<file path="config.mk">
export PLATFORM = sky130hd
export DESIGN_NAME = qte_sqrt_cell
export DESIGN_NICKNAME = d
export VERILOG_FILES = /design/src/rtl/qte_pkg.sv /design/src/rtl/qte_sqrt_cell.sv
export SDC_FILE = /design/constraint.sdc
export NUM_CORES = 1
export LEC_CHECK = 0
export ABC_CLOCK_PERIOD_IN_PS = 5900
export BUFFER_PORTS_ARGS = -buffer_cell sky130_fd_sc_hd__buf_4
export CORE_AREA = 2 2 216 218
export DETAILED_ROUTE_END_ITERATION = 12
export DIE_AREA = 0 0 218 220
export PLACE_DENSITY_LB_ADDON = 0.3
export SLEW_MARGIN = 20
export SYNTH_ARGS = -nofsm -noshare
export SYNTH_HDL_FRONTEND = slang
export SYNTH_SLANG_ARGS = --single-unit
</file>
<file path="constraint.sdc">
create_clock -name clock -period 5.9 [get_ports clock]
set_clock_uncertainty 0.05 [all_clocks]
set_input_delay 0.295 -clock clock [delete_from_list [all_inputs] [get_ports clock]]
set_output_delay 0.295 -clock clock [all_outputs]
set_load 0.005 [all_outputs]
</file>
<file path="src/rtl/qte_pkg.sv">
// ----------------------------------------------------------------------------
// qte_pkg
// types, widths and constants of the quaternion to euler angle pipeline
// ----------------------------------------------------------------------------
package qte_pkg;

   localparam int CW = 16;   // normalised component width
   localparam int XW = 36;   // cordic x/y width
   localparam int ZW = 35;   // angle width, radians * 2^30
   localparam int RW = 62;   // square root radicand width
   localparam int SW = 31;   // square root result width

   localparam logic signed [ZW-1:0] ANG_PI      = 35'sd3373259426;
   localparam logic signed [ZW-1:0] ANG_HALF_PI = 35'sd1686629713;
   localparam logic [30:0]          DEG_SCALE   = 31'd1922527338;

   typedef enum logic [1:0] {
      PM_ATAN = 2'b00,
      PM_POS  = 2'b01,
      PM_NEG  = 2'b10
   } qte_pmode_type;

   typedef struct packed {
      qte_pmode_type mode;
      logic          clip;
   } qte_tag_type;

   typedef struct packed {
      logic signed [XW-1:0] x;
      logic signed [XW-1:0] y;
   } qte_vec_type;

   typedef struct packed {
      qte_vec_type  roll;
      qte_vec_type  yaw;
      logic [SW-1:0] ss;
      logic         neg;
      qte_tag_type  tag;
   } qte_pass_type;

   typedef struct packed {
      qte_vec_type          v;
      logic signed [ZW-1:0] z;
      logic                 zero;
      qte_tag_type          tag;
   } qte_cord_type;

   // atan(2^-i) * 2^30, truncated
   function automatic logic [29:0] atan_entry(input int i);
      logic [29:0] r;
      unique case (i)
         0:  r = 30'h3243F6A8;
         1:  r = 30'h1DAC6705;
         2:  r = 30'h0FADBAFC;
         3:  r = 30'h07F56EA6;
         4:  r = 30'h03FEAB76;
         5:  r = 30'h01FFD55B;
         6:  r = 30'h00FFFAAA;
         7:  r = 30'h007FFF55;
         8:  r = 30'h003FFFEA;
         9:  r = 30'h001FFFFD;
         10: r = 30'h000FFFFF;
         11: r = 30'h0007FFFF;
         12: r = 30'h0003FFFF;
         13: r = 30'h0001FFFF;
         14: r = 30'h0000FFFF;
         15: r = 30'h00007FFF;
         16: r = 30'h00003FFF;
         17: r = 30'h00001FFF;
         18: r = 30'h00000FFF;
         19: r = 30'h000007FF;
         20: r = 30'h000003FF;
         21: r = 30'h000001FF;
         22: r = 30'h000000FF;
         23: r = 30'h0000007F;
         24: r = 30'h0000003F;
         25: r = 30'h0000001F;
         26: r = 30'h0000000F;
         27: r = 30'h00000007;
         28: r = 30'h00000003;
         29: r = 30'h00000001;
         default: r = '0;
      endcase
      return r;
   endfunction

endpackage

</file>
<file path="src/rtl/qte_sqrt_cell.sv">
// ----------------------------------------------------------------------------
// qte_sqrt_cell
// one result bit of a restoring integer square root, registered
// ----------------------------------------------------------------------------
module qte_sqrt_cell #(
   parameter int BIT = 0
) (
   input  logic                  clock,
   input  logic                  reset,
   input  logic                  enable,
   input  logic                  in_valid,
   input  logic [qte_pkg::RW-1:0] in_rem,
   input  logic [qte_pkg::SW-1:0] in_root,
   input  qte_pkg::qte_pass_type in_pass,
   output logic                  out_valid,
   output logic [qte_pkg::RW-1:0] out_rem,
   output logic [qte_pkg::SW-1:0] out_root,
   output qte_pkg::qte_pass_type out_pass
);
   import qte_pkg::*;

   logic                valid_ff;
   logic [RW-1:0]       rem_ff, rem_in;
   logic [SW-1:0]       root_ff, root_in;
   qte_pass_type        pass_ff;
   logic [63:0]         trial;
   logic                take;

   // (root + 2^b)^2 - root^2 = root * 2^(b+1) + 2^(2b)
   always_comb begin
      trial   = (64'(in_root) << (BIT + 1)) + (64'd1 << (2 * BIT));
      take    = 64'(in_rem) >= trial;
      rem_in  = take ? in_rem - trial[RW-1:0] : in_rem;
      root_in = take ? (in_root | (SW'(1) << BIT)) : in_root;
   end

   always_ff @(posedge clock) begin
      if (reset) begin
         valid_ff <= 1'b0;
      end else if (enable) begin
         valid_ff <= in_valid;
      end
   end

   always_ff @(posedge clock) begin
      if (enable) begin
         rem_ff  <= rem_in;
         root_ff <= root_in;
         pass_ff <= in_pass;
      end
   end

   assign out_valid = valid_ff;
   assign out_rem   = rem_ff;
   assign out_root  = root_ff;
   assign out_pass  = pass_ff;

endmodule

</file>
==> impl_metrics.toml <==
[placement]
dp_slack_ns = 1.65
io_buffers = 548
dp_hpwl_um = 36200
place_congestion = 0.855

[synthesis]
synth.top_cell.area_share = 0.721
ys_seq_area_frac = 0.722
synthXorXnorAreaFrac = 0.0471
synth_compound_area_frac = 0.0809
synth_mux_area_frac = 0.000883
post-synth-top-count-cell = "edfxtp_1"
synth_seq_cells = 273
synthCells = 774
yosys_warnings = 0
ys.flop_type = "edfxtp_1"
synth.avg_cell_area_um2 = 14.6
synth_top_family_by_area = "simple AND/OR/NAND/NOR gates"
synth.area.top_cells = "edfxtp_1 72%, ha_1 3.5%, a21oi_1 2.9%"
synth_top_area_cell = "edfxtp_1"
synth_nets = 1083
synthSimpleGateAreaFrac = 0.0908
synth_edf_count = 272
synth_common_cells = "272 x edfxtp_1, 66 x a21oi_1, 53 x nor2_1"
async_flop_share = 0
synthAdderAreaFrac = 0.0371
syn_area_um2 = 11300
synth_cell_types = 50

[power]
p_int_mw = 4.02
power.clock.fraction = 0.376
power_frac_seq = 0.447
switching_share = 0.249
p_per_area_nw_per_um2 = 275
peakVddDrop_v = 0.000225
p_switching_mw = 1.34
finalPower_mw = 5.36
p_comb_frac = 0.177
p_leak_nw = 8.11

[sta]
rsz0062_at_grt = "no"
post-route-min-period_ns = 4.21
setup_violations = 0
tightest_slew_ns = 1.06
fmax_mhz = 237
tns_ns = 0
maxSlewHeadroom = 0.288
hold_viol = 0
layout_setup_ws_ns = 1.69
drv_slew = 0
fin_crit_sh = 0.714

[critical_path]
crit_chain = "dlygate4sd3_1, buf_4, inv_1, ha_1, a2111oi_0, nand2b_1, nor4_1, o31ai_2, a31oi_4, and2_1, nor4_1, xor2_1"
critical_path_class = "in2reg"
reg2reg_from = "out_valid"
slowest_delay_ns = 0.94
cp_top_family = "simple AND/OR/NAND/NOR gates"
cp-start-kind = "input port"
cp-end-kind = "flip-flop"
rr_worst_depth = 3
crit_top_cell = "nor4_1"
crit_path_top_delay_cell = "a2111oi_0"
worstPathRequired_ns = 6.11
reg2reg_slack_ns = 4.70
arrival_ns = 4.43
crit_fanout = 21
r2r-end = "out_valid"
worst-path-buf-inv = 3

[drt]
drtIter0Drc = 583
drtAntennaViolNets = 0
first_pass_iters = 5
drc = 0
routed_wl_um = 48400
via_per_inst = 4.43
vias = 9751
wire_per_inst_um = 21.9

[clocking]
htreeDepth = 2
cts_buffer_depth = 3
post_cts_resized = 0
cts_tree = "done"
numCtsBuffers = 35
clock_latency_ns = 0.53
clkSlewWorstSetupHoldPaths_ns = 0.06
clock_sinks = 273
root_buffer = "clkbuf_16"

[floorplanning]
core_area_um2 = 45900
row_count = 79
start_util = 0.247
die_height_um = 220
die_area_um2 = 48000
io_pins = 549
die_w_um = 218

[worst_hold_path]
hold_path_end = "out_rem[38]"
hold_class = "in2reg"
holdPathStages = 2
worstHoldStart = "in_rem[38]"

[grt]
grt_pass1_vias = 9973
grt_usage = 0.190
grt-ovfl-total = 0
antenna_found_initial = 12
grt_max_degree = 133
grt_pass1_wl_um = 66700

[final_layout]
utilization = 0.424
seqCellArea_um2 = 8190
multi_input_area_um2 = 2920
finalNetCount = 1875
n_fill_cell = 4279
drive_gt1_frac = 0.383
area_delta_synth_final_pct = 71.8

[status]
outcome = "complete, no violations"

[run]
cap_violations = 0
[worst register-to-register path: cells and delay by family (launching register included)]
kind	cells	cell delay [ns]
flip-flops	1	0.31
multiplexers	1	0.12
AND/OR/NAND/NOR	1	0.06
buffers and inverters	1	0.55
[through the flow]
stage	hold WS, ns	cells	cell area (um2)
6_report	0.0355	2203	19500
3_5_place_dp	0.405	1915	16200
3_3_place_gp	0.403	1915	16200
5_1_grt	0.0116	2203	19500
2_1_floorplan	0.317	774	11300
4_1_cts	0.00151	2198	19500
[how the worst max path moves through the flow]
| stage | startpoint | endpoint | slack, ns | cells past startpoint |
|---|---|---|---|---|
| 5_1_grt | in_root[30] | out_rem[35] | 1.34 | 12 |
| 2_1_floorplan | in_root[30] | out_rem[25] | 2.71 | 12 |
| 3_3_place_gp | in_root[30] | out_rem[35] | 1.74 | 11 |
| 4_1_cts | in_root[30] | out_rem[43] | 1.68 | 12 |
| 6_report | in_root[30] | out_rem[35] | 1.69 | 12 |
| 3_5_place_dp | in_root[30] | out_rem[35] | 1.65 | 11 |
[power groups by stage]
stage	logic [mW]	clock network, mW	registers (mW)
5_1_grt	1.02	2.15	2.41
3_5_place_dp	0.821	0	2.43
4_1_cts	0.955	2.09	2.40
3_3_place_gp	0.815	0	2.43
6_report	0.949	2.01	2.40
2_1_floorplan	0.213	0	2.45
[final cells by class]
cell class,count,area share
Inverter,43,0.00829
Multi-Input combinational cell,441,0.150
Tap cell,607,0.0390
Clock inverter,17,0.00630
Antenna cell,5,0.000643
Sequential cell,273,0.421
Clock buffer,45,0.0480
Timing Repair Buffer,772,0.327
[metal layers]
layer / part of all wire / vias up / routed length, um / track usage
met2: 0.51 / 370 / 24800 / 0.337
li1: - / 4515 / - / -
met1: 0.38 / 4766 / 18500 / 0.217
met3: 0.071 / 86 / 3440 / 0.0556
met5: 0.0018 / - / 85 / 0
met4: 0.031 / 14 / 1520 / 0.0673
[cell families (layout without fill, tap and decap cells)]
kind of cell               count (synthesis)  after routing
DFF                                      273            273
adders and majority gates                 33             33
and+or+nand+nor                          200            200
AOI/OAI and AO/OA                        146            146
buffers and inverters                     60            877
other                                      0              5
xor gates and xnor gates                  61             61
muxes                                      1              1
[registers in the layout, summed over array words and instances, names as in the netlist]
register   flops
out_pass     179
out_root      31
out_valid      1
out_rem       62
[repair_timing]
action                                  4_1_cts  5_1_grt
hold endpoints to repair                    220        0
endpoints found under the setup margin        0        0
hold buffers                                221        0
setup buffers                                 0        0
[layout by cell type (no fill, tap or decap), types with 5 or more instances in the layout]
cell type      count
dlygate4sd3_1    221
clkbuf_16         36
or4_1              7
o21bai_1           7
nor2_1            53
edfxtp_1         272
xor2_1            27
ha_1              32
xnor2_1           34
inv_1             43
nor3_1            16
clkinv_2           6
nor4_2             5
clkinv_1           6
a21o_1            14
buf_4            549
clkbuf_1           9
diode_2            5
a21oi_1           66
a211oi_1           5
o211ai_1           6
nand4_1           16
o21ai_0           27
nand2_1           48
and2_1             5
nor4_1            10
nand3_1           15
Note: power is estimated with default switching activity, not from simulation.
