--- src/rtl/qte_pkg.sv ---
// ----------------------------------------------------------------------------
// qte_pkg
// types, widths and constants of the quaternion to euler angle pipeline
// ----------------------------------------------------------------------------
package qte_pkg;

   localparam int CW = 16;   // normalised component width
   localparam int XW = 36;   // cordic x/y width
   localparam int ZW = 35;   // angle width, radians * 2^30
   localparam int RW = 62;   // square root radicand width
   localparam int SW = 31;   // square root result width

   localparam logic signed [ZW-1:0] ANG_PI      = 35'sd3373259426;
   localparam logic signed [ZW-1:0] ANG_HALF_PI = 35'sd1686629713;
   localparam logic [30:0]          DEG_SCALE   = 31'd1922527338;

   typedef enum logic [1:0] {
      PM_ATAN = 2'b00,
      PM_POS  = 2'b01,
      PM_NEG  = 2'b10
   } qte_pmode_type;

   typedef struct packed {
      qte_pmode_type mode;
      logic          clip;
   } qte_tag_type;

   typedef struct packed {
      logic signed [XW-1:0] x;
      logic signed [XW-1:0] y;
   } qte_vec_type;

   typedef struct packed {
      qte_vec_type  roll;
      qte_vec_type  yaw;
      logic [SW-1:0] ss;
      logic         neg;
      qte_tag_type  tag;
   } qte_pass_type;

   typedef struct packed {
      qte_vec_type          v;
      logic signed [ZW-1:0] z;
      logic                 zero;
      qte_tag_type          tag;
   } qte_cord_type;

   // atan(2^-i) * 2^30, truncated
   function automatic logic [29:0] atan_entry(input int i);
      logic [29:0] r;
      unique case (i)
         0:  r = 30'h3243F6A8;
         1:  r = 30'h1DAC6705;
         2:  r = 30'h0FADBAFC;
         3:  r = 30'h07F56EA6;
         4:  r = 30'h03FEAB76;
         5:  r = 30'h01FFD55B;
         6:  r = 30'h00FFFAAA;
         7:  r = 30'h007FFF55;
         8:  r = 30'h003FFFEA;
         9:  r = 30'h001FFFFD;
         10: r = 30'h000FFFFF;
         11: r = 30'h0007FFFF;
         12: r = 30'h0003FFFF;
         13: r = 30'h0001FFFF;
         14: r = 30'h0000FFFF;
         15: r = 30'h00007FFF;
         16: r = 30'h00003FFF;
         17: r = 30'h00001FFF;
         18: r = 30'h00000FFF;
         19: r = 30'h000007FF;
         20: r = 30'h000003FF;
         21: r = 30'h000001FF;
         22: r = 30'h000000FF;
         23: r = 30'h0000007F;
         24: r = 30'h0000003F;
         25: r = 30'h0000001F;
         26: r = 30'h0000000F;
         27: r = 30'h00000007;
         28: r = 30'h00000003;
         29: r = 30'h00000001;
         default: r = '0;
      endcase
      return r;
   endfunction

endpackage

--- src/rtl/qte_cordic_cell.sv ---
// ----------------------------------------------------------------------------
// qte_cordic_cell
// one vectoring cordic micro-rotation, registered
// ----------------------------------------------------------------------------
module qte_cordic_cell #(
   parameter int STAGE = 0
) (
   input  logic                  clock,
   input  logic                  reset,
   input  logic                  enable,
   input  logic                  in_valid,
   input  qte_pkg::qte_cord_type in_st,
   output logic                  out_valid,
   output qte_pkg::qte_cord_type out_st
);
   import qte_pkg::*;

   logic                 valid_ff;
   qte_cord_type         st_ff, st_in;
   logic signed [XW-1:0] dx, dy;
   logic signed [ZW-1:0] ang;

   always_comb begin
      dx    = in_st.v.y >>> STAGE;
      dy    = in_st.v.x >>> STAGE;
      ang   = $signed(ZW'(atan_entry(STAGE)));
      st_in = in_st;
      if (!in_st.v.y[XW-1]) begin
         st_in.v.x = in_st.v.x + dx;
         st_in.v.y = in_st.v.y - dy;
         st_in.z   = in_st.z + ang;
      end else begin
         st_in.v.x = in_st.v.x - dx;
         st_in.v.y = in_st.v.y + dy;
         st_in.z   = in_st.z - ang;
      end
   end

   always_ff @(posedge clock) begin
      if (reset) begin
         valid_ff <= 1'b0;
      end else if (enable) begin
         valid_ff <= in_valid;
      end
   end

   always_ff @(posedge clock) begin
      if (enable) begin
         st_ff <= st_in;
      end
   end

   assign out_valid = valid_ff;
   assign out_st    = st_ff;

endmodule

--- config.mk ---
export PLATFORM = sky130hd
export DESIGN_NAME = qte_cordic_cell
export DESIGN_NICKNAME = d
export VERILOG_FILES = /design/src/rtl/qte_pkg.sv /design/src/rtl/qte_cordic_cell.sv
export SDC_FILE = /design/constraint.sdc
export NUM_CORES = 1
export LEC_CHECK = 0
export ABC_AREA = 1
export BUFFER_PORTS_ARGS = -buffer_cell sky130_fd_sc_hd__buf_4
export CAP_MARGIN = 20
export CORE_ASPECT_RATIO = 0.8
export CORE_MARGIN = 1.5
export CORE_UTILIZATION = 50
export DETAILED_ROUTE_END_ITERATION = 8
export GPL_ROUTABILITY_DRIVEN = 1
export PLACE_DENSITY = 0.72
export SKIP_CTS_REPAIR_TIMING = 1
export SLEW_MARGIN = 25
export SYNTH_ARGS = -nofsm -noshare
export SYNTH_HDL_FRONTEND = slang
export SYNTH_SLANG_ARGS = --single-unit
--- constraint.sdc ---
create_clock -name clock -period 4.1 [get_ports clock]
set_input_delay 0.82 -clock clock [delete_from_list [all_inputs] [get_ports clock]]
set_output_delay 0.82 -clock clock [all_outputs]
set_load 0.01 [all_outputs]
==> parameters.txt <==
Parameter                              Value

Detailed routing
  Post-DR wirelength/cell ... 18.1 um
  Number of antenna-violating nets in the routed design ... 0
  Detailed Route WL ... 47100 um
  DR pass1 iterations ... 7
  Via Count ... 14500
  Avg Vias per Cell ... 5.57
  Post-detailed-route DRC marker count ... 0
  Drt first-iter violations ... 1348

Yosys
  Share of synthesized area occupied by flip-flops and latches ... 25.2%
  Dominant synthesized flop cell ... sky130_fd_sc_hd__edfxtp_1
  Area contributors post-synth ... sky130_fd_sc_hd__edfxtp_1 25%, sky130_fd_sc_hd__nand2_1 18%, sky130_fd_sc_hd__ha_1 13%, sky130_fd_sc_hd__inv_1 8.9%, sky130_fd_sc_hd__nand3_1 6.9%
  Post-synthesis sequential element count ... 111
  Leading area contributor after synthesis ... sky130_fd_sc_hd__edfxtp_1
  Post-Synthesis Cells ... 2051
  Most frequent cell after synthesis ... sky130_fd_sc_hd__nand2_1
  Proportion of netlist area held by the largest area contributor ... 25.1%
  Number of warning messages in the yosys log ... 0
  Count of distinct cell types in the synthesized netlist ... 41
  Mean instance size in the synthesized netlist ... 6.43 um^2
  Share of flip-flops with an asynchronous set or reset after synthesis ... 0%
  Post-synthesis net count ... 2309
  Post-synth top cells ... 629 x sky130_fd_sc_hd__nand2_1, 314 x sky130_fd_sc_hd__inv_1, 193 x sky130_fd_sc_hd__nor2_1
  Mapped cell area ... 13200 um^2
  Count of flip-flops with a built-in enable after synthesis ... 110

Floorplanning
  Cell Rows ... 52
  Die area ... 27400 um^2
  CORE AREA ... 25600 um^2
  Starting Density ... 51.6%
  Die X ... 185 um
  Vertical extent of the die ... 148 um
  Count of pins on the block boundary ... 227

Critical path
  Critical path data arrival time ... 3.14 ns
  Launching point of the worst reg2reg path ... out_valid
  Max FO, Critical Path ... 12
  Worst R2R Setup Slack ... 3.50 ns
  Cells on worst reg2reg path ... 2
  Category of the critical setup timing path ... in -> reg
  Worst endpoint required time ... 4.23 ns
  Endpoint class of the critical path ... register
  Crit path launch type ... input port
  Endpoint of the worst register-to-register path ... out_valid

Worst hold path
  Worst hold path stage count ... 2
  Origin of the worst min-delay path ... out_valid
  Hold Path Sink ... out_valid
  Class of the tightest hold or removal check ... reg -> reg

Global routing
  Congestion Overflow GR ... 0
  Vias in the first global route ... 13400
  Wire length of the first global-routing pass ... 70600 um
  All-layer global routing usage ... 33.9%
  Pin count of the biggest net entering global routing ... 73
  Number of antenna violations at the first check in global routing ... 0

STA
  Min Clock Period, post-route ... 3.01 ns
  Highest achievable clock rate ... 0.332 GHz
  Setup repair after global routing missed its margin ... no
  Worst clock skew on the final layout ... 0 ns
  Crit path setup slack, layout ... 1.09 ns
  Relative slew slack ... 35.3%
  Final sum of negative setup slack ... 0 ns
  Number of endpoints with negative hold slack in the final report ... 0
  Worst slew pin tran ... 0.970 ns
  Number of max-slew violations in the final report ... 0
  Final number of setup-violating endpoints ... 0
  Final cycle utilization of the critical path ... 73.4%

Place
  Half-perimeter wire length after detailed placement ... 39300 um
  Port buffer count ... 226
  Final GP Congestion ... 1.03
  Post-Place Setup Slack ... 0.781 ns

Clock tree
  CTS buffer count ... 9
  Number of sinks handled by clock tree synthesis ... 111
  Later-pin clock latency in the skew report ... 0.37 ns
  TritonCTS clock tree ... built
  Root buf cell ... sky130_fd_sc_hd__clkbuf_16
  Deepest level of the CTS H-tree ... 3
  Deepest clock path buffer count ... 2
  Clock-pin slew reported for the worst setup and hold paths after clock tree synthesis ... 0.10 ns

Final layout
  Fill cells ... 2516
  N_diodes ... 0
  Relative area change from synthesis to final layout ... 16.8%
  Share of layout cells above drive strength 1 ... 12.2%
  Layout Nets ... 2507

Job
  Max Cap Viol ... 0

Pwr
  Static power due to leakage ... 8.00 nW
  Maximum VDD drop ... 0.246 mV
  Power density over the cells ... 292 nW/um^2

Status
  Outcome ... completed
final cells by class:
class	count	area, um^2	share of cell area, %
Tap cell	351	439	2.85
Clock buffer	9	225	1.46
Sequential cell	111	3320	21.6
Multi-Input combinational cell	1577	8380	54.5
Clock inverter	7	72.6	0.472
Inverter	314	1180	7.66
Timing Repair Buffer	236	1770	11.5
metrics by stage:
stage	instance area (um^2)	power, mW	hold slack [ns]	util (%)	instances
after global routing	15400	4.74	0.561	60.2	2605
after CTS	15400	4.47	0.533	60.2	2605
after detailed placement	15100	3.53	0.512	59.0	2589
after floorplan	13200	2.73	0.528	-	2051
final	15400	4.50	0.533	60.2	2605
after global placement	15100	3.50	0.475	59.0	2589
cells by family (layout without fill, tap and decap cells):
family	Yosys count	after routing	share of synthesized area (%)
compound gates	312	312	12.8
xor+xnor	52	52	3.45
fa+ha+maj	143	143	13.8
buf+inv	363	566	11.2
flops	111	111	25.2
mux	1	1	0.0759
simple gates	1069	1069	33.5
placed cells by master (no fill, tap or decap), types with 4 or more instances in the layout:
master / synthesis / layout
sky130_fd_sc_hd__and2_1: 5 / 5
sky130_fd_sc_hd__nor2_2: 7 / 7
sky130_fd_sc_hd__clkbuf_16: 0 / 9
sky130_fd_sc_hd__nand2_1: 629 / 629
sky130_fd_sc_hd__inv_1: 314 / 313
sky130_fd_sc_hd__nor3_1: 16 / 16
sky130_fd_sc_hd__o21bai_1: 23 / 23
sky130_fd_sc_hd__a21oi_1: 155 / 155
sky130_fd_sc_hd__xnor2_1: 6 / 6
sky130_fd_sc_hd__o21ai_1: 9 / 9
sky130_fd_sc_hd__o21a_1: 6 / 6
sky130_fd_sc_hd__o21ai_0: 94 / 94
sky130_fd_sc_hd__nor2_1: 193 / 193
sky130_fd_sc_hd__or2_2: 4 / 4
sky130_fd_sc_hd__nand3_1: 183 / 183
sky130_fd_sc_hd__edfxtp_1: 110 / 110
sky130_fd_sc_hd__fa_1: 4 / 4
sky130_fd_sc_hd__nand4_1: 13 / 13
sky130_fd_sc_hd__nand2_2: 4 / 4
sky130_fd_sc_hd__o22ai_1: 9 / 9
sky130_fd_sc_hd__buf_4: 21 / 236
sky130_fd_sc_hd__ha_1: 139 / 139
sky130_fd_sc_hd__a21o_1: 7 / 7
sky130_fd_sc_hd__xor2_1: 46 / 46
report_power, final:
group          switching, mW  total, mW  internal, mW  leakage [nW]
combinational           1.32       2.04         0.728          6.78
sequential            0.0498       1.51          1.46          1.08
clock                  0.507      0.943         0.436         0.143
how the worst max path moves through the flow:
stage / end / slack [ns] / start / depth (start not counted)
floorplan: out_st[38] / 1.09 / in_st[74] / 12
global placement: out_st[56] / 0.77 / in_st[47] / 12
detailed placement: out_st[60] / 0.78 / in_st[48] / 12
CTS: out_st[60] / 1.19 / in_st[48] / 12
global route: out_st[60] / 0.93 / in_st[48] / 12
finish: out_st[60] / 1.09 / in_st[48] / 12
registers in the layout (all words and copies together), names as in the netlist:
register and flops:
out_st 110, out_valid 1
layer usage:
metal / wire length (um) / share of wire (%) / track usage (%)
met4: 1360 / 2.9 / 10.7
met5: 0 / 0 / 0
met3: 4850 / 10 / 5.61
met2: 20500 / 43 / 54.1
met1: 20400 / 43 / 46.8
critical path: stages:
cell	delay, ns
sky130_fd_sc_hd__buf_4	0.10
sky130_fd_sc_hd__inv_1	0.04
sky130_fd_sc_hd__ha_1	0.59
sky130_fd_sc_hd__nand2_1	0.23
sky130_fd_sc_hd__nor2_1	0.36
sky130_fd_sc_hd__nand2_1	0.14
sky130_fd_sc_hd__o21ai_1	0.36
sky130_fd_sc_hd__nand2_1	0.16
sky130_fd_sc_hd__nand2_1	0.10
sky130_fd_sc_hd__nand2_1	0.05
sky130_fd_sc_hd__nand3_1	0.08
sky130_fd_sc_hd__nand2_1	0.11
(Power assumes the default switching activity.)
