[src/rtl/qte_pkg.sv]
// ----------------------------------------------------------------------------
// qte_pkg
// types, widths and constants of the quaternion to euler angle pipeline
// ----------------------------------------------------------------------------
package qte_pkg;

   localparam int CW = 16;   // normalised component width
   localparam int XW = 36;   // cordic x/y width
   localparam int ZW = 35;   // angle width, radians * 2^30
   localparam int RW = 62;   // square root radicand width
   localparam int SW = 31;   // square root result width

   localparam logic signed [ZW-1:0] ANG_PI      = 35'sd3373259426;
   localparam logic signed [ZW-1:0] ANG_HALF_PI = 35'sd1686629713;
   localparam logic [30:0]          DEG_SCALE   = 31'd1922527338;

   typedef enum logic [1:0] {
      PM_ATAN = 2'b00,
      PM_POS  = 2'b01,
      PM_NEG  = 2'b10
   } qte_pmode_type;

   typedef struct packed {
      qte_pmode_type mode;
      logic          clip;
   } qte_tag_type;

   typedef struct packed {
      logic signed [XW-1:0] x;
      logic signed [XW-1:0] y;
   } qte_vec_type;

   typedef struct packed {
      qte_vec_type  roll;
      qte_vec_type  yaw;
      logic [SW-1:0] ss;
      logic         neg;
      qte_tag_type  tag;
   } qte_pass_type;

   typedef struct packed {
      qte_vec_type          v;
      logic signed [ZW-1:0] z;
      logic                 zero;
      qte_tag_type          tag;
   } qte_cord_type;

   // atan(2^-i) * 2^30, truncated
   function automatic logic [29:0] atan_entry(input int i);
      logic [29:0] r;
      unique case (i)
         0:  r = 30'h3243F6A8;
         1:  r = 30'h1DAC6705;
         2:  r = 30'h0FADBAFC;
         3:  r = 30'h07F56EA6;
         4:  r = 30'h03FEAB76;
         5:  r = 30'h01FFD55B;
         6:  r = 30'h00FFFAAA;
         7:  r = 30'h007FFF55;
         8:  r = 30'h003FFFEA;
         9:  r = 30'h001FFFFD;
         10: r = 30'h000FFFFF;
         11: r = 30'h0007FFFF;
         12: r = 30'h0003FFFF;
         13: r = 30'h0001FFFF;
         14: r = 30'h0000FFFF;
         15: r = 30'h00007FFF;
         16: r = 30'h00003FFF;
         17: r = 30'h00001FFF;
         18: r = 30'h00000FFF;
         19: r = 30'h000007FF;
         20: r = 30'h000003FF;
         21: r = 30'h000001FF;
         22: r = 30'h000000FF;
         23: r = 30'h0000007F;
         24: r = 30'h0000003F;
         25: r = 30'h0000001F;
         26: r = 30'h0000000F;
         27: r = 30'h00000007;
         28: r = 30'h00000003;
         29: r = 30'h00000001;
         default: r = '0;
      endcase
      return r;
   endfunction

endpackage

[src/rtl/qte_angle_conv.sv]
// ----------------------------------------------------------------------------
// qte_angle_conv
// clamps an internal angle to +-pi and scales it to output units
// ----------------------------------------------------------------------------
module qte_angle_conv (
   input  logic                          clock,
   input  logic                          enable,
   input  logic                          deg,
   input  logic signed [qte_pkg::ZW-1:0] z,
   output logic signed [15:0]            angle
);
   import qte_pkg::*;

   logic signed [33:0] zc_ff, zc_in;
   logic signed [48:0] ph_ff;
   logic [46:0]        pl_ff;
   logic signed [15:0] rad_ff;
   logic signed [34:0] rsum;
   logic signed [65:0] dsum;

   always_comb begin
      priority if (z > ANG_PI) begin
         zc_in = 34'(ANG_PI);
      end else if (z < -ANG_PI) begin
         zc_in = 34'(-ANG_PI);
      end else begin
         zc_in = 34'(z);
      end
   end

   // radian rounding; the degree product below is split into high and low halves of the angle
   always_comb begin
      rsum = 35'(zc_ff) + 35'sd65536;
   end

   always_ff @(posedge clock) begin
      if (enable) begin
         zc_ff  <= zc_in;
         ph_ff  <= $signed(zc_ff[32:16]) * $signed({1'b0, DEG_SCALE});
         pl_ff  <= zc_ff[15:0] * DEG_SCALE;
         rad_ff <= rsum[32:17];
      end
   end

   always_comb begin
      dsum  = (66'(ph_ff) <<< 16) + $signed(66'(pl_ff)) + (66'sd1 <<< 47);
      angle = deg ? dsum[63:48] : rad_ff;
   end

endmodule

[config.mk]
export PLATFORM = sky130hd
export DESIGN_NAME = qte_angle_conv
export DESIGN_NICKNAME = d
export VERILOG_FILES = /design/src/rtl/qte_pkg.sv /design/src/rtl/qte_angle_conv.sv
export SDC_FILE = /design/constraint.sdc
export NUM_CORES = 1
export LEC_CHECK = 0
export BUFFER_PORTS_ARGS = -buffer_cell sky130_fd_sc_hd__buf_2
export CAP_MARGIN = 20
export CORE_MARGIN = 3
export CORE_UTILIZATION = 30
export CTS_CLUSTER_DIAMETER = 200
export DETAILED_ROUTE_END_ITERATION = 10
export GPL_TIMING_DRIVEN = 0
export HOLD_SLACK_MARGIN = 0.15
export SLEW_MARGIN = 10
export SYNTH_ARGS = -nofsm -noshare
export SYNTH_HDL_FRONTEND = slang
export SYNTH_SLANG_ARGS = --single-unit
[constraint.sdc]
create_clock -name clock -period 15.8 [get_ports clock]
set_input_delay 0 -clock clock [delete_from_list [all_inputs] [get_ports clock]]
set_output_delay 0 -clock clock [all_outputs]
set_load 0.1 [all_outputs]
==> run summary, run 1 <==
=================================================================================
Run status                                                           finished clean
Ys flop type                                                             edfxtp_1
Residual DRC                                                                    0
Worst max-slew margin expressed relative to the limit                       38.6%
Count of unique library cells instantiated by Yosys                            75
Post-synthesis cell type with the largest combined area                      fa_1
CTS tree                                                                      yes
Post-route core utilization                                                 33.7%
DR iter-0 viols                                                               973
Final number of setup-violating endpoints                                       0
Register bit count reported by yosys                                          126
I/O pins                                                                       54
Worst-path fanout max                                                           7
Relative area change from synthesis to final layout                         10.9%
Most frequent cells in the layout                                    566 x inv_1, 410 x ha_1, 328 x fa_1, 126 x edfxtp_1, 114 x a21oi_1
Later-pin clock latency in the skew report                                0.45 ns
Deepest clock path buffer count                                                 2
Worst min-delay path class                                           primary input to flop
Wire length of the first global-routing pass                             89900 um
Number of standard-cell rows in the floorplan                                  99
Post-Syn Area per Cell                                                   10.2 um2
Setup bufs post-CTS                                                             0
Required time reported for the critical path endpoint                    15.89 ns
Port buffer count                                                              53
Top achievable clock speed                                                136 MHz
Buf+Inv Stages, Crit Path                                                       2
Reg2Reg Launch Point                                                 zc_ff[11]$_SDFFCE_PP1P_
Count of instances resized after the clock tree is built                        0
Sink Count                                                                    126
Critical path's top delay family                                      adder cells
Crit path capture type                                                       flop
Slowest cell on the critical path                                        edfxtp_1
Maximum capacitance violations                                                  0
Antenna viol nets, final                                                        0
Total number of cells along the worst setup path                               18
Initial Utilization                                                         30.4%
Min-delay src                                                               z[33]
Proportion of layout cells with a drive suffix above 1                      4.89%
Commonest non-fill, non-tap cell in the layout                              inv_1
Total of hold buffers inserted after clock tree synthesis                      35
Largest net degree at the start of global routing                              93
Number of CTS-inserted buffers                                                 17
Final setup skew                                                        0.0217 ns
Syn_nets                                                                     2966
Routability-driven placement congestion ratio                               0.938
Setup TNS                                                                    0 ns
Nets@finish                                                                  3075
Cell-by-cell listing of the critical path                            ha_1 > fa_1 > fa_1 > inv_1 > fa_1 > fa_1 > fa_1 > inv_1 > ha_1 > a21oi_1 > o211ai_1 > a221oi_1 > a2bb2oi_1 > a2111oi_2 > o31ai_1 > a211oi_2 > o211ai_1 > o2111ai_1
R2R Path End                                                         pl_ff[44]$_DFFE_PP_
Total detailed-routing wirelength                                        56400 um
Clock root cell                                                         clkbuf_16
Worst Max-Slew Pin Slew                                                  0.920 ns
Unrepaired setup endpoints after global routing                                no
DR vias                                                                     15256
Delay contributed by the slowest stage of the critical path               0.62 ns
Count of TritonRoute iterations in the first routing pass                       6
Depth of the worst hold-timing path                                             4
Total core area                                                         73300 um2
WP data arrival                                                           7.42 ns
Cell depth of the worst flop-to-flop path                                      18
Antenna fix cells                                                               0
End point of the most critical hold path                             zc_ff[8]$_SDFFCE_PP0P_
Critical path startpoint category                                            flop
Aggregate global routing overflow                                               0
Number of cells produced by synthesis                                        2190
Fin. max-slew vios                                                              0
Per-cell routed wire length                                               17.3 um
Cell area after synthesis                                               22300 um2
Category of the critical setup timing path                           flop to flop
Max H-tree Level                                                                4
Synth top area share                                                        29.4%
Floorplan die height                                                       279 um
Die Area                                                                77600 um2
Most frequent CP cell                                                        fa_1
Final-report hold violation count                                               0
Async set-or-reset flop fraction in the synthesized netlist                    0%
Yosys warning count                                                             0
Final period demand of the worst path                                     7.33 ns
Area contributors post-synth                                         fa_1 29%, ha_1 23%, edfxtp_1 17%
Period utilisation layout                                                   46.4%
Die extent in x                                                            279 um
Sequential cell area fraction in the yosys report                           17.0%
GRT Resource Usage Total                                                    14.9%
Via count of the first global-routing pass                                  15789
Register clock-pin slew on the reported worst setup and hold paths        0.06 ns
Via density per instance                                                     4.67
Number of antenna violations at the first check in global routing               0
Register-to-register path setup slack                                     8.47 ns
Number of enable-type register cells in the synthesized netlist               126
Half-perimeter wire length after placement                               48700 um
=================================================================================
## cells by family (layout without fill, tap and decap cells)
kind of cell	after synthesis	count (layout)	share of synthesized area, %
fa+ha+maj	738	738	52.4
simple gates	299	299	6.53
xor+xnor	98	98	3.85
mux	2	2	0.101
compound gates	338	338	10.2
buf+inv	589	710	9.96
flops	126	126	17.0
## worst max path at each step
stage	from	endpoint
5_1_grt	zc_ff[11]$_SDFFCE_PP1P_	pl_ff[44]$_DFFE_PP_
4_1_cts	zc_ff[11]$_SDFFCE_PP1P_	pl_ff[44]$_DFFE_PP_
2_1_floorplan	zc_ff[22]$_SDFFCE_PP0P_	ph_ff[47]$_DFFE_PP_
3_5_place_dp	zc_ff[11]$_SDFFCE_PP1P_	pl_ff[44]$_DFFE_PP_
3_3_place_gp	zc_ff[11]$_SDFFCE_PP1P_	pl_ff[44]$_DFFE_PP_
6_report	zc_ff[11]$_SDFFCE_PP1P_	pl_ff[44]$_DFFE_PP_
## sequential cells by signal, summed over array words and instances, names as in the netlist
register / count
pl_ff: 30
rad_ff: 16
zc_ff: 33
ph_ff: 47
## metrics by stage
step / worst slack [ns] / hold slack, ns / cell area (um2) / std cells
CTS: 8.53 / 0.245 / 24700 / 3269
detailed placement: 8.56 / 0.312 / 23800 / 3203
global route: 8.18 / 0.312 / 24700 / 3270
global placement: 8.57 / 0.305 / 23800 / 3202
floorplan: 9.72 / 0.112 / 22300 / 2190
finish: 8.47 / 0.269 / 24700 / 3270
## synthesized netlist by cell type (all sizes together) (4+ instances only)
library cell / count
xor2: 22
fa: 328
inv: 566
a21o: 56
and3: 15
o21ai: 44
a221oi: 4
clkbuf: 20
and2: 4
nor2b: 12
a2111oi: 10
nand2: 106
nor4: 7
ha: 410
xnor2: 76
o21bai: 18
nand3: 29
nor3: 16
o2111ai: 5
o31ai: 8
o21a: 19
edfxtp: 126
a21boi: 5
nor2: 65
a211o: 5
and4: 5
o211ai: 8
nand4: 16
a21oi: 114
a211oi: 12
a31oi: 8
or2: 4
or3: 5
## metal layers
metal	vias to the layer above	share of wire (%)	track usage [%]
met5	-	0	0
met4	0	1.9	3.53
met3	59	4.9	1.98
met2	370	45	23.9
met1	7447	48	21.5
li1	7380	-	-
## area by class of cell
type                    instances  area [um2]
inverters                     566        2120
repair buffers                 90         657
multi-input cells            1475       16300
flip-flops and latches        126        3780
plain buffers                  23        96.3
well taps                     959        1200
clock inverters                14         145
fillers                      7489       48600
clock buffers                  17         425
## worst register-to-register path, cell delays in order, from the launching register on
cell       delay (ns)
edfxtp_1         0.62
ha_1             0.50
fa_1             0.47
fa_1             0.55
inv_1            0.06
fa_1             0.51
fa_1             0.52
fa_1             0.54
inv_1            0.04
ha_1             0.33
a21oi_1          0.29
o211ai_1         0.22
a221oi_1         0.45
a2bb2oi_1        0.39
a2111oi_2        0.18
o31ai_1          0.60
a211oi_2         0.22
o211ai_1         0.21
o2111ai_1        0.28
Power of run 1 is not shown: default switching activity piles up to over one toggle a cycle in this logic, so the estimate is an artifact.
==> run 2, diff against run 1 <==
Clock period 15.8 ns to 6.85 ns, I/O delays scaled along.
==> run 2 against run 1 <==
Against the previous run:
- sequential cell count did not move
- global-route usage rose by 0.079 points
- non-clock buffer count rose by 80
- first-iteration DRC count rose by 9.8%
- count of clock-buffer cells in the layout did not move
- critical endpoint unchanged
==> run summary, run 2 (synthesis results as in run 1) <==
=================================================================================
Fin. max-slew vios                                                              0
Number of standard-cell rows in the floorplan                                  99
Total detailed-routing wirelength                                        57600 um
Cell depth of the worst flop-to-flop path                                      20
Via density per instance                                                     4.68
Per-cell routed wire length                                               17.2 um
GRT Resource Usage Total                                                    15.0%
Final number of setup-violating endpoints                                       0
Crit path capture type                                                       flop
Relative area change from synthesis to final layout                         14.1%
Reg2Reg Launch Point                                                 zc_ff[12]$_SDFFCE_PP1P_
Initial Utilization                                                         30.4%
Final setup skew                                                        0.0243 ns
Final period demand of the worst path                                     6.62 ns
WP data arrival                                                           6.74 ns
DR iter-0 viols                                                              1068
Required time reported for the critical path endpoint                     6.97 ns
Worst hold-check slack                                                   0.269 ns
Largest register by flop count                                              ph_ff
Worst min-delay path class                                           primary input to flop
Number of antenna violations at the first check in global routing               1
Clock root cell                                                         clkbuf_16
Count of TritonRoute iterations in the first routing pass                       5
CTS tree                                                                      yes
Min-delay src                                                               z[33]
Die extent in x                                                            279 um
Aggregate global routing overflow                                               0
Largest net degree at the start of global routing                              93
Wire length of the first global-routing pass                             90300 um
Proportion of layout cells with a drive suffix above 1                      8.62%
Deepest clock path buffer count                                                 2
Antenna fix cells                                                               0
Depth of the worst hold-timing path                                             4
Half-perimeter wire length after placement                               48700 um
Top flop regs                                                        ph_ff (47), zc_ff (33), pl_ff (30)
Final-report hold violation count                                               0
Max H-tree Level                                                                4
Most frequent cells in the layout                                    566 x inv_1, 407 x ha_1, 328 x fa_1, 126 x edfxtp_1, 112 x a21oi_1
Delay contributed by the slowest stage of the critical path               0.55 ns
Total core area                                                         73300 um2
R2R Path End                                                         pl_ff[44]$_DFFE_PP_
I/O pins                                                                       54
Number of flip-flops under the largest register name                           47
Pre-CTS worst setup slack                                               -0.389 ns
Nets@finish                                                                  3155
Number of CTS-inserted buffers                                                 17
Register-to-register path setup slack                                     0.23 ns
Most frequent CP cell                                                        fa_1
End point of the most critical hold path                             zc_ff[8]$_SDFFCE_PP0P_
Routability-driven placement congestion ratio                               0.938
Category of the critical setup timing path                           flop to flop
Run status                                                           finished clean
Post-route standard cell area excluding fillers                         25400 um2
Sink Count                                                                    126
Later-pin clock latency in the skew report                                0.45 ns
Residual DRC                                                                    0
Register clock-pin slew on the reported worst setup and hold paths        0.06 ns
Critical path startpoint category                                            flop
Die Area                                                                77600 um2
Port buffer count                                                              53
Via count of the first global-routing pass                                  15870
Worst Max-Slew Pin Slew                                                  0.912 ns
Slowest cell on the critical path                                        edfxtp_1
Period utilisation layout                                                   96.7%
DR vias                                                                     15667
Crit path setup slack, layout                                            0.229 ns
Top achievable clock speed                                                151 MHz
Floorplan die height                                                       279 um
Cell-by-cell listing of the critical path                            ha_2 > fa_1 > fa_1 > inv_1 > fa_1 > fa_1 > fa_1 > inv_1 > ha_1 > a21oi_2 > o211ai_1 > a221oi_2 > buf_4 > a2bb2oi_2 > a2111oi_4 > buf_4 > o31ai_4 > a211oi_4 > o211ai_1 > o2111ai_2
Maximum capacitance violations                                                  0
Worst-path fanout max                                                           7
Instance area after placement                                           23800 um2
Worst max-slew margin expressed relative to the limit                       39.2%
Commonest non-fill, non-tap cell in the layout                              inv_1
Antenna viol nets, final                                                        0
=================================================================================
==> run 2: worst max path at each step <==
stage	from	to	slack [ns]	cells past startpoint
floorplan	zc_ff[22]$_SDFFCE_PP0P_	ph_ff[47]$_DFFE_PP_	0.77	22
global placement	zc_ff[11]$_SDFFCE_PP1P_	pl_ff[44]$_DFFE_PP_	-0.38	18
detailed placement	zc_ff[11]$_SDFFCE_PP1P_	pl_ff[44]$_DFFE_PP_	-0.39	18
CTS	zc_ff[5]$_SDFFCE_PP1P_	pl_ff[45]$_DFFE_PP_	0.02	16
global route	zc_ff[9]$_SDFFCE_PP1P_	pl_ff[44]$_DFFE_PP_	-0.02	20
finish	zc_ff[12]$_SDFFCE_PP1P_	pl_ff[44]$_DFFE_PP_	0.23	20
==> run 2: stage by stage <==
step	setup TNS, ns	utilization (%)	cells
finish	0	34.7	3350
global route	-0.0190	34.7	3350
CTS	0	33.8	3276
detailed placement	-2.28	32.5	3203
global placement	-1.94	32.4	3202
floorplan	0	-	2190
==> run 2: timing repair <==
action                                 CTS  global route
hold buffers                            35             0
pin swaps                                0             2
resized for setup                        6            14
setup endpoints to repair               15            20
endpoints found under the hold margin   67             0
setup buffers                            7            74
==> run 2: per-layer routing <==
layer	GRT usage, %	share of wire, %
met3	1.91	5.6
met5	0	0
met2	24.0	45
met4	3.73	2.0
met1	21.6	47
==> run 2: area by class of cell <==
class,count,area [um2]
Timing Repair Buffer,171,1260
Inverter,566,2120
Buffer,22,92.6
Tap cell,959,1200
Multi-Input combinational cell,1475,16400
Clock inverter,14,145
Fill cell,7413,47900
Sequential cell,126,3780
Clock buffer,17,425
==> run 2: critical path, delay by kind of cell, from the launching register on <==
family | cells | cell delay, ns
buffers and inverters | 4 | 0.44
flip-flops | 1 | 0.55
adder cells (fa/ha/maj) | 7 | 3.35
AO/OA/AOI/OAI | 9 | 1.96
Power of run 2 is left out for the same reason.
